**src/design/ipv4r_pkg.sv**
```systemverilog
// ----------------------------------------------------------------------------
// ipv4r_pkg
// Shared types and constants for the IPv4 receive reassembler.
// ----------------------------------------------------------------------------
package ipv4r_pkg;

   localparam int PENDING_SLOTS          = 2;
   localparam int FRAGMENTS_PER_DATAGRAM = 2;
   localparam int FRAGMENT_PAYLOAD_BYTES = 1024;
   localparam int SLOT_BYTES  = FRAGMENTS_PER_DATAGRAM * FRAGMENT_PAYLOAD_BYTES;
   localparam int STORE_BYTES = PENDING_SLOTS * SLOT_BYTES;
   localparam int SLOT_AW     = $clog2(SLOT_BYTES);
   localparam int STORE_AW    = $clog2(STORE_BYTES);
   localparam int SLOT_IW     = (PENDING_SLOTS > 1) ? $clog2(PENDING_SLOTS) : 1;
   localparam int QUEUE_DEPTH = 4;
   localparam int QUEUE_AW    = $clog2(QUEUE_DEPTH);

   localparam logic [15:0] HDR_BYTES       = 16'd20;
   localparam logic [15:0] SUM_GOOD        = 16'hffff;
   localparam logic [12:0] FRAG_UNIT_RESET = 13'd128;
   localparam logic [23:0] EXPIRY_RESET    = 24'd3333333;

   localparam logic CSR_FRAG_UNIT = 1'b0;
   localparam logic CSR_EXPIRY    = 1'b1;

   typedef enum logic [4:0] {
      PH_HEADER     = 5'd0,
      PH_PLAIN_PRE0 = 5'd1,
      PH_PLAIN_PRE1 = 5'd2,
      PH_PLAIN_PRE2 = 5'd3,
      PH_PLAIN_PRE3 = 5'd4,
      PH_PLAIN_PRE4 = 5'd5,
      PH_PLAIN_PRE5 = 5'd6,
      PH_PLAIN      = 5'd7,
      PH_TO_STORE   = 5'd8,
      PH_STORE_PRE0 = 5'd9,
      PH_STORE_PRE1 = 5'd10,
      PH_STORE_PRE2 = 5'd11,
      PH_STORE_PRE3 = 5'd12,
      PH_STORE_PRE4 = 5'd13,
      PH_STORE_PRE5 = 5'd14,
      PH_FROM_STORE = 5'd15,
      PH_CSUM_ERR0  = 5'd16,
      PH_CSUM_ERR1  = 5'd17,
      PH_FRAG_ERR0  = 5'd18,
      PH_FRAG_ERR1  = 5'd19,
      PH_WAIT_END   = 5'd20
   } phase_type;

   typedef struct packed {
      logic       mode;
      logic [7:0] data_byte;
      logic       last_byte;
   } req_type;

   typedef struct packed {
      logic       out_valid;
      logic [7:0] out_byte;
      logic       out_last;
      logic       consumed;
      logic       error;
   } rsp_type;

   // result with a pending store read: byte is taken from the store data
   typedef struct packed {
      rsp_type rsp;
      logic    from_store;
   } stage_type;

endpackage

```
**src/design/ipv4r_engine.sv**
```systemverilog
// ----------------------------------------------------------------------------
// ipv4r_engine
// Front part: parses headers, keeps the pending table, issues store accesses.
// ----------------------------------------------------------------------------
module ipv4r_engine
   import ipv4r_pkg::*;
(
   input  logic                clock,
   input  logic                reset,
   input  logic                step,
   input  req_type             item,
   input  logic [12:0]         frag_unit,
   input  logic [23:0]         expiry,
   output stage_type           result,
   output logic                store_we,
   output logic [STORE_AW-1:0] store_addr,
   output logic [7:0]          store_wdata
);

   phase_type   phase_ff, phase_in;
   logic [15:0] position_ff, position_in;
   logic [15:0] plen_ff, plen_in;
   logic [15:0] sum_ff, sum_in;
   logic [15:0] id_ff, id_in;
   logic        mf_ff, mf_in;
   logic [12:0] fo_ff, fo_in;
   logic [31:0] src_ff, src_in;
   logic        act_ok_ff, act_ok_in;
   logic [SLOT_IW-1:0] act_ff, act_in;

   logic [PENDING_SLOTS-1:0] use_ff, use_in;
   logic [15:0] sid_ff [PENDING_SLOTS], sid_in [PENDING_SLOTS];
   logic [7:0]  arr_ff [PENDING_SLOTS], arr_in [PENDING_SLOTS];
   logic [7:0]  tot_ff [PENDING_SLOTS], tot_in [PENDING_SLOTS];
   logic [15:0] slen_ff[PENDING_SLOTS], slen_in[PENDING_SLOTS];
   logic [23:0] cnt_ff [PENDING_SLOTS], cnt_in [PENDING_SLOTS];

   always_ff @(posedge clock) begin
      if (reset) begin
         phase_ff    <= PH_HEADER;
         position_ff <= '0;
         plen_ff     <= '0;
         sum_ff      <= '0;
         id_ff       <= '0;
         mf_ff       <= 1'b0;
         fo_ff       <= '0;
         src_ff      <= '0;
         act_ok_ff   <= 1'b0;
         act_ff      <= '0;
         use_ff      <= '0;
         for (int i = 0; i < PENDING_SLOTS; i++) begin
            sid_ff[i]  <= '0;
            arr_ff[i]  <= '0;
            tot_ff[i]  <= '0;
            slen_ff[i] <= '0;
            cnt_ff[i]  <= '0;
         end
      end else if (step) begin
         phase_ff    <= phase_in;
         position_ff <= position_in;
         plen_ff     <= plen_in;
         sum_ff      <= sum_in;
         id_ff       <= id_in;
         mf_ff       <= mf_in;
         fo_ff       <= fo_in;
         src_ff      <= src_in;
         act_ok_ff   <= act_ok_in;
         act_ff      <= act_in;
         use_ff      <= use_in;
         for (int i = 0; i < PENDING_SLOTS; i++) begin
            sid_ff[i]  <= sid_in[i];
            arr_ff[i]  <= arr_in[i];
            tot_ff[i]  <= tot_in[i];
            slen_ff[i] <= slen_in[i];
            cnt_ff[i]  <= cnt_in[i];
         end
      end
   end

   logic        offered, last;
   logic [7:0]  data;
   logic [16:0] sum_wide;
   logic [15:0] pos_inc, alen, pbase;
   logic        addr_ok, do_restart, claim_ok, done_act;
   logic [SLOT_IW-1:0] claim_idx;
   logic        claim_new, idx1;
   logic [2:0]  pk;
   logic [15:0] plen_tmp;

   function automatic logic [7:0] prefix_byte(input logic [2:0] k, input logic [31:0] src,
                                              input logic [15:0] len);
      case (k)
         3'd0: prefix_byte = src[31:24];
         3'd1: prefix_byte = src[23:16];
         3'd2: prefix_byte = src[15:8];
         3'd3: prefix_byte = src[7:0];
         3'd4: prefix_byte = len[15:8];
         default: prefix_byte = len[7:0];
      endcase
   endfunction

   always_comb begin
      offered = ~item.mode;
      data    = item.data_byte;
      last    = item.last_byte;

      phase_in = phase_ff; position_in = position_ff; plen_in = plen_ff;
      sum_in = sum_ff; id_in = id_ff; mf_in = mf_ff; fo_in = fo_ff; src_in = src_ff;
      act_ok_in = act_ok_ff; act_in = act_ff; use_in = use_ff;
      sid_in = sid_ff; arr_in = arr_ff; tot_in = tot_ff; slen_in = slen_ff; cnt_in = cnt_ff;
      result = '0;
      store_we = 1'b0;
      store_wdata = data;
      do_restart = 1'b0;
      sum_wide = '0; plen_tmp = '0;
      claim_ok = 1'b0; claim_idx = '0; claim_new = 1'b0; idx1 = 1'b0;
      pk = '0;

      // timers tick first
      for (int i = 0; i < PENDING_SLOTS; i++) begin
         if (use_ff[i] && !(tot_ff[i] != 8'd0 && arr_ff[i] == tot_ff[i])) begin
            if (cnt_ff[i] == 24'd0) use_in[i] = 1'b0;
            else cnt_in[i] = cnt_ff[i] - 24'd1;
         end
      end

      addr_ok  = act_ok_ff && (position_ff < 16'(SLOT_BYTES));
      pos_inc  = position_ff + 16'd1;
      alen     = act_ok_ff ? slen_ff[act_ff] : 16'd0;
      pbase    = {fo_ff, 3'b000};
      done_act = tot_in[act_ff] != 8'd0 && arr_in[act_ff] == tot_in[act_ff];
      store_addr = addr_ok ? STORE_AW'({act_ff, position_ff[SLOT_AW-1:0]}) : '0;

      case (phase_ff)
         PH_HEADER: begin
            if (offered) begin
               result.rsp.consumed = 1'b1;
               sum_wide = {1'b0, sum_ff} +
                          (position_ff[0] ? {9'd0, data} : {1'b0, data, 8'd0});
               sum_in = sum_wide[15:0] + {15'd0, sum_wide[16]};
               case (position_ff)
                  16'd2: plen_in = {data, 8'd0};
                  16'd3: plen_in = {plen_ff[15:8], data} - HDR_BYTES;
                  16'd4: id_in = {data, 8'd0};
                  16'd5: id_in = {id_ff[15:8], data};
                  16'd6: begin
                     mf_in = data[5];
                     fo_in = {data[4:0], 8'd0};
                  end
                  16'd7: fo_in = {fo_ff[12:8], data};
                  16'd12, 16'd13, 16'd14, 16'd15: src_in = {src_ff[23:0], data};
                  default: ;
               endcase
               position_in = pos_inc;
               if (pos_inc == HDR_BYTES) begin
                  idx1 = fo_ff == frag_unit;
                  if (sum_in != SUM_GOOD) begin
                     phase_in = PH_CSUM_ERR0;
                  end else if (fo_ff != 13'd0 && !idx1) begin
                     phase_in = PH_FRAG_ERR0;
                  end else if (mf_ff || fo_ff != 13'd0) begin
                     // same id first, else highest free slot
                     for (int i = 0; i < PENDING_SLOTS; i++) begin
                        if (!use_in[i]) begin
                           claim_ok = 1'b1; claim_idx = SLOT_IW'(i); claim_new = 1'b1;
                        end
                     end
                     for (int i = PENDING_SLOTS - 1; i >= 0; i--) begin
                        if (use_in[i] && sid_in[i] == id_ff) begin
                           claim_ok = 1'b1; claim_idx = SLOT_IW'(i); claim_new = 1'b0;
                        end
                     end
                     act_ok_in = claim_ok;
                     act_in    = claim_idx;
                     if (!claim_ok) begin
                        phase_in = PH_FRAG_ERR0;
                     end else begin
                        if (claim_new) begin
                           use_in[claim_idx] = 1'b1;
                           sid_in[claim_idx] = id_ff;
                           arr_in[claim_idx] = '0;
                           tot_in[claim_idx] = '0;
                           slen_in[claim_idx] = '0;
                           cnt_in[claim_idx] = expiry;
                        end
                        if (arr_in[claim_idx] != 8'hff)
                           arr_in[claim_idx] = arr_in[claim_idx] + 8'd1;
                        if (!mf_ff) tot_in[claim_idx] = idx1 && fo_ff != 13'd0 ? 8'd2 : 8'd1;
                        phase_in = PH_TO_STORE;
                        position_in = pbase;
                        slen_in[claim_idx] = slen_in[claim_idx] + plen_ff;
                     end
                  end else begin
                     phase_in = PH_PLAIN_PRE0;
                  end
               end
               if (last) begin
                  if (act_ok_in) use_in[act_in] = 1'b0;
                  do_restart = 1'b1;
               end
            end
         end
         PH_PLAIN_PRE0, PH_PLAIN_PRE1, PH_PLAIN_PRE2, PH_PLAIN_PRE3, PH_PLAIN_PRE4,
         PH_PLAIN_PRE5: begin
            pk = 3'(5'(phase_ff) - 5'(PH_PLAIN_PRE0));
            result.rsp.out_valid = 1'b1;
            result.rsp.out_byte  = prefix_byte(pk, src_ff, plen_ff);
            phase_in = phase_type'(5'(phase_ff) + 5'd1);
         end
         PH_PLAIN: begin
            if (offered) begin
               result.rsp.consumed  = 1'b1;
               result.rsp.out_valid = 1'b1;
               result.rsp.out_byte  = data;
               result.rsp.out_last  = last;
               position_in = pos_inc;
               if (last) begin
                  result.rsp.error = (pos_inc - HDR_BYTES) != plen_ff;
                  do_restart = 1'b1;
               end
            end
         end
         PH_TO_STORE: begin
            if (offered) begin
               result.rsp.consumed = 1'b1;
               store_we = addr_ok;
               position_in = pos_inc;
               if (last) begin
                  plen_tmp = pbase + plen_ff;
                  if (pos_inc != plen_tmp) begin
                     result.rsp.error = 1'b1;
                     if (act_ok_ff) use_in[act_ff] = 1'b0;
                     do_restart = 1'b1;
                  end else if (act_ok_ff && done_act) begin
                     phase_in = PH_STORE_PRE0;
                     position_in = '0;
                  end else begin
                     do_restart = 1'b1;
                  end
               end
            end
         end
         PH_STORE_PRE0, PH_STORE_PRE1, PH_STORE_PRE2, PH_STORE_PRE3, PH_STORE_PRE4,
         PH_STORE_PRE5: begin
            pk = 3'(5'(phase_ff) - 5'(PH_STORE_PRE0));
            result.rsp.out_valid = 1'b1;
            result.rsp.out_byte  = prefix_byte(pk, src_ff, alen);
            phase_in = phase_type'(5'(phase_ff) + 5'd1);
         end
         PH_FROM_STORE: begin
            result.rsp.out_valid = 1'b1;
            result.from_store = addr_ok;
            if (position_ff == alen - 16'd1) begin
               result.rsp.out_last = 1'b1;
               if (act_ok_ff) use_in[act_ff] = 1'b0;
               do_restart = 1'b1;
            end else begin
               position_in = pos_inc;
            end
         end
         PH_CSUM_ERR0, PH_FRAG_ERR0: begin
            result.rsp.out_valid = 1'b1;
            result.rsp.out_byte  = plen_ff[15:8];
            phase_in = phase_type'(5'(phase_ff) + 5'd1);
         end
         PH_CSUM_ERR1, PH_FRAG_ERR1: begin
            result.rsp.out_valid = 1'b1;
            result.rsp.out_byte  = plen_ff[7:0];
            result.rsp.out_last  = 1'b1;
            result.rsp.error     = 1'b1;
            phase_in = PH_WAIT_END;
         end
         PH_WAIT_END: begin
            if (offered) begin
               result.rsp.consumed = 1'b1;
               if (last) do_restart = 1'b1;
            end
         end
         default: do_restart = 1'b1;
      endcase

      if (do_restart) begin
         phase_in = PH_HEADER; position_in = '0; plen_in = '0; sum_in = '0;
         id_in = '0; mf_in = 1'b0; fo_in = '0; act_ok_in = 1'b0; act_in = '0;
      end
      store_we = store_we && step;
   end

   a_ok_slot: assert property (@(posedge clock) disable iff (reset)
      (phase_ff == PH_FROM_STORE) |-> act_ok_ff)
      else $error("store readout without active slot");
   a_store_last: assert property (@(posedge clock) disable iff (reset)
      (step && result.rsp.out_last && phase_ff == PH_FROM_STORE) |=> phase_ff == PH_HEADER)
      else $error("readout did not return to header");
   a_cons: assert property (@(posedge clock) disable iff (reset)
      (result.rsp.consumed) |-> !item.mode)
      else $error("idle item consumed");

endmodule

```
**config.mk**
```make
export PLATFORM = sky130hd
export DESIGN_NAME = ipv4r_engine
export DESIGN_NICKNAME = d
export VERILOG_FILES = /design/src/design/ipv4r_pkg.sv /design/src/design/ipv4r_engine.sv
export SDC_FILE = /design/constraint.sdc
export NUM_CORES = 1
export LEC_CHECK = 0
export ABC_AREA = 1
export ABC_CLOCK_PERIOD_IN_PS = 6400
export BUFFER_PORTS_ARGS = -buffer_cell sky130_fd_sc_hd__buf_2
export CAP_MARGIN = 20
export CORE_AREA = 2 2 346 177
export CTS_CLUSTER_DIAMETER = 80
export DETAILED_ROUTE_END_ITERATION = 8
export DIE_AREA = 0 0 348 179
export GPL_ROUTABILITY_DRIVEN = 0
export PLACE_DENSITY_LB_ADDON = 0.15
export SLEW_MARGIN = 10
export SYNTH_ARGS = -nofsm -noshare
export SYNTH_HDL_FRONTEND = slang
export SYNTH_SLANG_ARGS = --single-unit
export TNS_END_PERCENT = 1
```
**constraint.sdc**
```tcl
create_clock -name clock -period 6.4 [get_ports clock]
set_input_delay 0.64 -clock clock [delete_from_list [all_inputs] [get_ports clock]]
set_output_delay 0.64 -clock clock [all_outputs]
set_load 0.005 [all_outputs]
```
==> out/summary.txt <==
status -> finished, final reports clean
ranking of synthesized cells by area -> dfxtp_1 (26%), nand2_1 (14%), nand3_1 (6.9%)
RSZ-0062 raised after global routing -> true
most frequent cells in the layout -> nand2_1 (768), inv_1 (355), nor2_1 (318), nand3_1 (281), a21oi_1 (274)
DP Wirelength -> 63.9 mm
P&R area growth vs syn -> 10.3%
First-pass DRT Iterations -> 5
clock buffer count from CTS -> 28
Worst Hold Launch -> expiry[17]
#FFs+latches synth -> 263
crit path launch type -> register
min Tclk post-route -> 6.09 ns
Critical Path RT -> 6.92 ns
number of global-route vias before repair -> 19077
Worst Hold End -> cnt_ff[41]
Overflow after GRT -> 0
Top Usage Layer GRT -> met1
Final Setup Violations -> 0
Worst EP arrival -> 6.60 ns
Core Rows -> 64
Post-synth EDFFs -> 0
initial DRC count -> 2685
Post-CTS Setup Bufs -> 0
critical path peak fanout -> 27
max-slew violations -> 0
H-tree levels -> 1
CTS tree -> yes
WL per Instance -> 20.0 um
Leak -> 9.90 nW
Syn Std Cell Area -> 20500 sq um
M3 GR Usage -> 0.0976
Top-Level Pins -> 84
CTS Buffer Depth -> 3
starting density of the core -> 0.343
Final period util -> 0.951
# nets final -> 3412
met2 usage -> 0.297
most frequent cell on the critical path -> nand2_1
antenna viol nets, final -> 0
reg2reg end -> sid_ff[8]
register area share after synthesis -> 0.256
Slowest-stage cell, CP -> dfxtp_1
PwrDens -> 377 nW/um^2
Post-Synthesis Cells -> 3255
DRC -> 0
Worst slew margin -> 0.325
YS warnings -> 0
number of port buffers -> 83
top_reg_cell synth -> dfxtp_1
Post-CTS Hold Fix Bufs -> 0
global-route met1 utilization -> 0.421
net count after synthesis -> 3373
clock skew -> 0.0199 ns
synthesized area per cell -> 6.31 sq um
most common cell after layout, fill and taps aside -> nand2_1
Num Clock Sinks -> 263
ANT cells -> 0
crit-path max cell delay -> 0.47 ns
DR vias -> 22092
GR Util All Layers -> 0.258
Die Y -> 179 um
power after layout -> 0.00855 W
first-pass GRT wire length -> 123 mm
CP Capture Type -> register
worst r2r src -> position_ff[0]
Die Wd -> 348 um
largest area contributor in the netlist -> dfxtp_1
CORE AREA -> 59800 sq um
Max Freq -> 0.164 GHz
asr flop ratio synth -> 0
reg-to-reg slack, setup -> 0.31 ns
depth of the worst hold-timing path -> 3
CTS root buf -> clkbuf_16
CP Class -> reg2reg
initial antenna violation count -> 1
worst vdd rail ir drop -> 270 uV
share of layout cells above drive strength 1 -> 0.0917
Die Footprint -> 62300 sq um
worst skew pair latency -> 0.61 ns
Via density -> 5.38
R2R depth -> 36
Hold WC Path Type -> in2reg
# Max-Cap Violations -> 0
Worst-Margin Slew -> 1.01 ns
total length of routed wires -> 82.3 mm
CTS clk-pin slew, worst paths -> 0.07 ns
Synth cell types -> 65
Fin. Hold Viols -> 0
Yosys top cell area share -> 0.256
Util after Layout -> 0.379
pin count of the biggest net entering global routing -> 84
[Yosys cell counts, types with 4 or more instances]
master and count:
and3_1 4, o21ai_2 10, a211oi_1 19, buf_2 22, nand2_2 20, nand3_1 281, inv_2 20, and2_1 5
xor2_1 95, o21ai_1 12, o211ai_1 38, o21bai_1 10, nand3b_1 10, buf_6 12, nor2_4 9, or2_2 14
nand2_1 769, nor2_2 16, nand3_2 4, nor2_8 4, o31ai_1 17, a21oi_1 274, o21ai_0 183, xnor2_1 57
nor4_1 22, clkbuf_1 67, nor2_1 319, nand2_4 5, ha_1 65, clkinv_1 7, buf_4 21, o22ai_1 18
dfxtp_1 263, a221oi_1 5, a31oi_1 13, nor3_1 63, inv_1 355, o2111ai_1 9, nand4_1 76
[cell type report]
class                           count  area, sq um
Tap cell                          792          991
Timing Repair Buffer              133          797
Sequential cell                   263         5270
Clock buffer                       41          840
Clock inverter                     10          149
Inverter                          383         1440
Multi-Input combinational cell   2485        13200
Fill cell                        6519        37200
[how the worst max path moves through the flow]
stage,start,endpoint,slack (ns),cells after the start
final,position_ff[0],sid_ff[8],0.31,36
after global routing,position_ff[0],sid_ff[6],-0.17,36
after CTS,position_ff[0],sid_ff[31],0.46,34
after detailed placement,item[1],sid_ff[8],0.45,36
after global placement,position_ff[0],sid_ff[7],0.66,36
after floorplan,position_ff[0],cnt_ff[46],1.35,40
[critical path, delay by kind of cell, from the launching register on]
family	cells	cell delay (ns)
flip-flops	1	0.47
buffers and inverters	7	1.01
AO/OA/AOI/OAI	3	0.39
AND/OR/NAND/NOR	22	3.14
adder cells (fa/ha/maj)	4	0.98
[layer usage]
metal	vias up	wire length, um
met5	-	133
met4	4	1410
met3	103	10700
met2	991	27000
met1	10119	43000
li1	10875	-
[cells by family (layout without fill, tap and decap cells)]
| group | Yosys count | count (layout) | share of synthesized area |
|---|---|---|---|
| xor+xnor | 154 | 154 | 0.0667 |
| compound gates | 627 | 627 | 0.174 |
| simple gates | 1635 | 1635 | 0.357 |
| mux | 1 | 1 | 0.000488 |
| flops | 263 | 263 | 0.256 |
| fa+ha+maj | 68 | 68 | 0.0425 |
| buf+inv | 507 | 567 | 0.102 |
[where the power goes]
part	total, W	leakage (nW)	internal [W]	switching [W]
clock	0.00181	0.480	0.00103	0.000776
sequential	0.00212	2.13	0.00181	0.000304
combinational	0.00463	7.29	0.00132	0.00331
total	0.00855	9.90	0.00416	0.00439
[metrics by stage]
stage / std cells / setup TNS [ns] / area (sq um) / worst slack [ns] / hold WS [ns]
global placement: 4055 / 0 / 21700 / 0.662 / 0.460
finish: 4107 / 0 / 22700 / 0.314 / 0.341
floorplan: 3255 / 0 / 20500 / 1.35 / 0.436
CTS: 4107 / 0 / 22700 / 0.462 / 0.321
global route: 4107 / -2.72 / 22700 / -0.167 / 0.350
detailed placement: 4056 / 0 / 21700 / 0.452 / 0.460
[sequential cells by signal, summed over array words and instances (netlist names), named ones only]
register,cells
use_ff,2
mf_ff,1
act_ff,1
fo_ff,13
arr_ff,16
tot_ff,4
id_ff,16
slen_ff,32
sum_ff,16
cnt_ff,48
act_ok_ff,1
plen_ff,16
sid_ff,32
src_ff,32
phase_ff,5
position_ff,16
[repair_timing]
item / CTS / global route
endpoints found under the setup margin: 0 / 44
gates resized for setup: 0 / 1
endpoints found under the hold margin: 0 / 0
Note: power is estimated with default switching activity, not from simulation.
